--- src/hw/rtl/x86e_pkg.sv ---
package x86e_pkg;

    localparam int MEM_BYTES_DEF = 65536;
    localparam int NUM_REGS      = 8;
    localparam int QUEUE_DEPTH   = 2;
    localparam int IN_W          = 56;
    localparam int OUT_W         = 56;

    localparam logic [2:0] REG_BX = 3'd1;
    localparam logic [2:0] REG_BP = 3'd5;
    localparam logic [2:0] REG_SI = 3'd6;

    typedef enum logic [2:0] {
        OP_MOV   = 3'd0,
        OP_ADD   = 3'd1,
        OP_SUB   = 3'd2,
        OP_CMP   = 3'd3,
        OP_JNZ   = 3'd4,
        OP_UNSUP = 3'd5
    } op_t;

    typedef enum logic [1:0] {
        KIND_NONE = 2'd0,
        KIND_REG  = 2'd1,
        KIND_MEM  = 2'd2,
        KIND_IMM  = 2'd3
    } kind_t;

    typedef enum logic [1:0] {
        PART_LO   = 2'd0,
        PART_HI   = 2'd1,
        PART_WORD = 2'd2
    } part_t;

    typedef enum logic [1:0] {
        AM_DIRECT  = 2'd0,
        AM_BX_DISP = 2'd1,
        AM_BP_DISP = 2'd2,
        AM_BP_SI   = 2'd3
    } amode_t;

    typedef struct packed {
        op_t         op;
        logic        wide;
        kind_t       dst_kind;
        logic [2:0]  dst_reg;
        part_t       dst_part;
        kind_t       src_kind;
        logic [2:0]  src_reg;
        part_t       src_part;
        amode_t      addr_mode;
        logic [15:0] disp;
        logic [15:0] imm;
        logic [2:0]  len;
    } uop_t;

    typedef struct packed {
        logic [4:0]  pad;
        logic [15:0] result_value;
        logic        unsupported;
        logic        sign_flag;
        logic        zero_flag;
        logic [15:0] final_ip;
        logic [15:0] sequential_ip;
    } res_t;

endpackage

--- src/hw/rtl/x86e_front.sv ---
module x86e_front import x86e_pkg::*; (
    input  logic            clk,
    input  logic            rst_n,
    input  logic            s_tvalid,
    output logic            s_tready,
    input  logic [IN_W-1:0] s_tdata,
    input  logic            clearing,
    output logic            uop_valid,
    output uop_t            uop,
    input  logic            uop_pop
);

    localparam int PTR_W = (QUEUE_DEPTH > 1) ? $clog2(QUEUE_DEPTH) : 1;
    localparam int CNT_W = $clog2(QUEUE_DEPTH + 1);

    function automatic part_t to_part(input logic [1:0] p);
        part_t r;
        case (p)
            2'd0:    r = PART_LO;
            2'd1:    r = PART_HI;
            default: r = PART_WORD;
        endcase
        return r;
    endfunction

    function automatic uop_t decode(input logic [IN_W-1:0] d);
        uop_t u;
        u.op        = (d[2:0] inside {[3'd0:3'd4]}) ? op_t'(d[2:0]) : OP_UNSUP;
        u.wide      = d[3];
        u.dst_kind  = kind_t'(d[5:4]);
        u.dst_reg   = d[8:6];
        u.dst_part  = to_part(d[10:9]);
        u.src_kind  = kind_t'(d[12:11]);
        u.src_reg   = d[15:13];
        u.src_part  = to_part(d[17:16]);
        u.addr_mode = amode_t'(d[19:18]);
        u.disp      = d[35:20];
        u.imm       = d[51:36];
        u.len       = d[54:52];
        return u;
    endfunction

    uop_t             q_reg [QUEUE_DEPTH];
    logic [PTR_W-1:0] wr_ptr_reg;
    logic [PTR_W-1:0] wr_ptr_next;
    logic [PTR_W-1:0] rd_ptr_reg;
    logic [PTR_W-1:0] rd_ptr_next;
    logic [CNT_W-1:0] count_reg;
    logic [CNT_W-1:0] count_next;
    logic             push;

    assign s_tready  = (count_reg != CNT_W'(QUEUE_DEPTH)) && !clearing;
    assign push      = s_tvalid && s_tready;
    assign uop_valid = (count_reg != '0);
    assign uop       = q_reg[rd_ptr_reg];

    always_comb
    begin
        wr_ptr_next = wr_ptr_reg;
        rd_ptr_next = rd_ptr_reg;
        count_next  = count_reg;
        if (push)
        begin
            wr_ptr_next = (wr_ptr_reg == PTR_W'(QUEUE_DEPTH - 1)) ? '0 : wr_ptr_reg + 1'b1;
        end
        if (uop_pop)
        begin
            rd_ptr_next = (rd_ptr_reg == PTR_W'(QUEUE_DEPTH - 1)) ? '0 : rd_ptr_reg + 1'b1;
        end
        if (push && !uop_pop)
        begin
            count_next = count_reg + 1'b1;
        end
        else if (!push && uop_pop)
        begin
            count_next = count_reg - 1'b1;
        end
    end

    always_ff @(posedge clk or negedge rst_n)
    begin
        if (!rst_n)
        begin
            wr_ptr_reg <= '0;
            rd_ptr_reg <= '0;
            count_reg  <= '0;
        end
        else
        begin
            wr_ptr_reg <= wr_ptr_next;
            rd_ptr_reg <= rd_ptr_next;
            count_reg  <= count_next;
        end
    end

    always_ff @(posedge clk)
    begin
        if (push)
        begin
            q_reg[wr_ptr_reg] <= decode(s_tdata);
        end
    end

endmodule

--- config.mk ---
export PLATFORM = sky130hd
export DESIGN_NAME = x86e_front
export DESIGN_NICKNAME = d
export VERILOG_FILES = /design/src/hw/rtl/x86e_pkg.sv /design/src/hw/rtl/x86e_front.sv
export SDC_FILE = /design/constraint.sdc
export NUM_CORES = 1
export LEC_CHECK = 0
export BUFFER_PORTS_ARGS = -buffer_cell sky130_fd_sc_hd__buf_2
export CORE_MARGIN = 2
export CORE_UTILIZATION = 56
export CTS_CLUSTER_DIAMETER = 60
export DETAILED_ROUTE_END_ITERATION = 12
export PLACE_DENSITY = 0.84
export SLEW_MARGIN = 20
export SYNTH_ARGS = -nofsm -noshare
export SYNTH_HDL_FRONTEND = slang
export SYNTH_SLANG_ARGS = --single-unit
--- constraint.sdc ---
create_clock -name clk -period 8.07 [get_ports clk]
set_input_delay 0.4035 -clock clk [delete_from_list [all_inputs] [get_ports clk]]
set_output_delay 0.4035 -clock clk [all_outputs]
set_load 0.03 [all_outputs]
Word-level counts from Yosys, hierarchy flattened:

Memory sizes are Yosys's and may differ from the RTL's.
Index checks and enable logic that the tools add are counted.

* register bits: 4
* bits in writable memories: 110
* input bits: 61
* output and inout port bits: 57
* word-level logic and storage cells: 36
* memories: 1

* add/sub/neg operators: 4
* magnitude comparators: 2
* eq/ne operators: 3
* multiplexer cells: 11
* reduce and logical (&&, ||, !) cells: 12

Memory list
* q_reg: words 2, width 55, read ports 1, clocked after Yosys merged registers in 0, wr ports 1, line x86e_front.sv:43 `uop_t q_reg [QUEUE_DEPTH];`

Operators by type and width (count)
* 2-bit two-way mux: 4
* 2-bit case mux with 2 select lines: 2
* 1-bit logical AND: 5
* 2-bit by 1-bit equality test with 1-bit output (second input constant): 2
* 2-bit logical NOT: 2
* 1-bit two-way mux: 4
* 2-bit nonzero test: 2
* 3-bit by 1-bit >= comparator with 1-bit output (second input constant): 1
* 3-bit <= comparator (second input constant): 1
* 1-bit logical NOT: 3
* 3-bit two-way mux: 1
* 1-bit adder (second input constant): 2
* 2-bit by 1-bit adder with 2-bit output (second input constant): 1
* 2-bit != test (second input constant): 1
* 2-bit by 1-bit subtractor with 2-bit output (second input constant): 1

Logic depth before layout (Yosys ltp):

* depth in word-level cells: 7
* gate-level depth with buffers: 6
* depth with buffers taken out: 6

Worst setup path before layout:

Ideal clock, no wire load.

* kind: reg2reg
* start: register count_reg[1]
* end: memory q_reg[0][0] (netlist name), enable pin
* library setup time: 0.475 ns
* arrival time: 3.253 ns
* data required time: 7.595 ns
* setup slack: 4.342 ns
* stages on the path, launching flop included: 4
* buffers on the path: 0
* clock period less this slack: 3.728 ns
* cell sequence: dfrtp_1 nor2b_2 nor3b_4 nor2b_1

* word-level cells in the longest chain between the ends: 5

RTL lines
* start: declaration: line x86e_front.sv:48 `logic [CNT_W-1:0] count_reg;`
* start signal: assignment: line x86e_front.sv:92 `count_reg <= count_next;`
* 2-bit != test: line x86e_front.sv:52 `assign s_tready = (count_reg != CNT_W'(QUEUE_DEPTH)) && !clearing;`
* 1-bit logical AND: line x86e_front.sv:52
* 1-bit logical AND: line x86e_front.sv:53 `assign push = s_tvalid && s_tready;`
* 1-bit two-way mux: line x86e_front.sv:98 `if (push)`
* 1-bit two-way mux (implied by the code): line x86e_front.sv:100 `q_reg[wr_ptr_reg] <= decode(s_tdata);`
* end: declaration: line x86e_front.sv:43

Every way passes these cells.

==> flow_summary.ini <==
[routing]
viasPerCell = 4.98
drc = 0
vias = 2194
wl_per_cell_um = 16.4
drt_iter0_drc = 131
drt-total-wl_mm = 7.22
ant_nets = 0
drtPass1Iterations = 5

[setup_path]
critPathMaxFanout = 56
slowest_stage = dfrtp_4
crit_path_start_kind = register
critPathLaunch = rd_ptr_reg
crit_path_cell_trace = mux2_2 -> buf_2
path_buf_inv = 1
crit_type = register to output pin
r2r_cells = 4
path_depth = 2
cp.required_ps = 7670
critical-path-max-stage-delay_ps = 1060
r2r_slack_ps = 5660
path_delay_family = flip-flops
end_kind = output pin
r2r-start = count_reg[1]
rr_endpoint = q_reg[0][28]
cp-endpoint = uop[47]
arrival_ps = 2180

[layout]
fin_cells = 441
nNetsFinal = 387
layout_common_cells = 116 x buf_2, 110 x edfxtp_1, 40 x mux2_4
drive_gt1_share_pct = 60.7
n_fill_cell = 489
final_common_cell = buf_2
largest_reg_flops = 110
syn2layout_area_growth_pct = 27.7

[floorplan]
fp-row-count = 32
die-height_um = 92.5
core_um2 = 7650
start_util_pct = 57.3
dieArea_um2 = 8560
ios = 118
die_w_um = 92.5

[timing]
rsz0062_at_grt = false
fmax_ghz = 0.386
hold_viol_final = 0
setup_ws_ps = 5480
setup_viol = 0
worst_pin_slew_ps = 949
slew_violations = 0
finalSetupTns_ps = 0
fin_worst_skew_ps = 7.45
fin_crit_sh_pct = 32.1
period_needed_ps = 2590
max_slew_margin_pct = 36.8

[global_route]
antenna_found_initial = 1
grtUsageTotal_pct = 18.4
grt.overflow.total = 0
grt_max_degree = 57
grt_pass1_vias = 2297
grt_pass1_wl_mm = 11.4

[clocking]
cts_buffers = 17
cts_root_buf = clkbuf_8
htreeDepth = 4
cts_tree = yes
cts_setup_buffers = 0
clk_latency_ps = 500
path_clk_slew_ps = 50
cts.path.max_buffers = 2
cts-resized-gates = 0
clkSinkCount = 114

[synth]
netlist_area_um2 = 4390
synth_cells = 196
ys_types = 18
synth_area_per_cell_um2 = 22.4
synth_seq_area_share_pct = 77.6
yosys-top-cells-area = edfxtp_1 75%, mux2_4 14%, mux2_2 3.9%, dfrtp_1 2.3%, buf_6 1.3%
yosysWarnings = 0
synth_largest_area_cell = edfxtp_1
synth-seq-cells = 114
synth_top_area_share_pct = 75.3
synth_nets = 258

[placed_design]
place.gp.congestion = 0.685
dp_slack_ps = 5640
dp_hpwl_mm = 4.46
portBuffers = 116
dp_cells = 407

[power_and_ir_drop]
power_density_nw_per_um2 = 374
leakage_nw = 2.24
peakVddDrop_uv = 215

[hold_path]
worstHoldPathType = primary input to register

[job]
drv_cap = 0

[run_status]
status = finished, final reports clean
## through the flow
stage	utilization, %	instance area (µm²)	hold slack, ps	power [mW]
floorplan	-	4390	108	1.31
global placement	66.0	5050	211	1.43
detailed placement	66.0	5050	211	1.44
CTS	73.2	5600	66.7	2.12
global route	73.2	5600	65.0	2.18
finish	73.2	5600	89.7	2.10
## repair_timing
item,4_1_cts,5_1_grt
hold endpoints to repair,4,0
setup endpoints to repair,0,0
hold buffers,1,0
## cell type report
cell class	instances	area [µm²]	share of cell area, %
antenna	1	2.50	0.0447
sequential	114	3410	60.8
multi-input combinational	72	915	16.3
timing repair buffer	119	606	10.8
clock buffer	19	422	7.53
tap	102	128	2.28
inverter	1	3.75	0.0670
clock inverter	13	119	2.12
## synthesized netlist by cell type, drive strengths merged
master,number
clkbuf,3
inv,1
ha,1
buf,6
nor2b,5
nor3b,1
xor2,4
nor2,2
edfxtp,110
and2,1
a21o,1
or2,1
mux2,55
dfrtp,4
xnor2,1
## per-layer routing
metal  GRT usage [%]  part of all wire, %
met1            20.5                   38
met2            30.7                   52
met3            7.97                  7.5
met4            8.58                  1.7
met5               0                    0
## worst reg2reg max path, delay by kind of cell, from the launching register on
family | cells | cell delay [ps]
and+or+nand+nor | 3 | 1170
buffers and inverters | 1 | 490
DFF | 1 | 400
## logic make-up after synthesis
kind of cell | share of synthesized area, %
AO/OA/AOI/OAI | 0.171
AND/OR/NAND/NOR | 1.66
adder cells (fa/ha/maj) | 0.285
flip-flops | 77.6
XOR/XNOR | 0.999
multiplexers | 17.5
buffers and inverters | 1.74
## how the worst min path moves through the flow
stage | from | to | slack, ps | cells after the start
after global placement | rst_n | count_reg[1] | 210 | 1
after detailed placement | rst_n | wr_ptr_reg | 210 | 1
after global routing | s_tdata[11] | q_reg[0][42] | 70 | 1
after floorplan | rst_n | count_reg[0] | 110 | 0
final | s_tdata[11] | q_reg[0][42] | 90 | 1
after CTS | s_tdata[11] | q_reg[0][42] | 70 | 1
## power by group
| group | leakage [nW] | switching [mW] | internal (mW) |
|---|---|---|---|
| Combinational | 0.929 | 0.335 | 0.261 |
| Sequential | 1.05 | 0.0949 | 0.741 |
| Clock | 0.261 | 0.234 | 0.431 |
| Total | 2.24 | 0.663 | 1.43 |
Power figures use the tool's default switching activity.
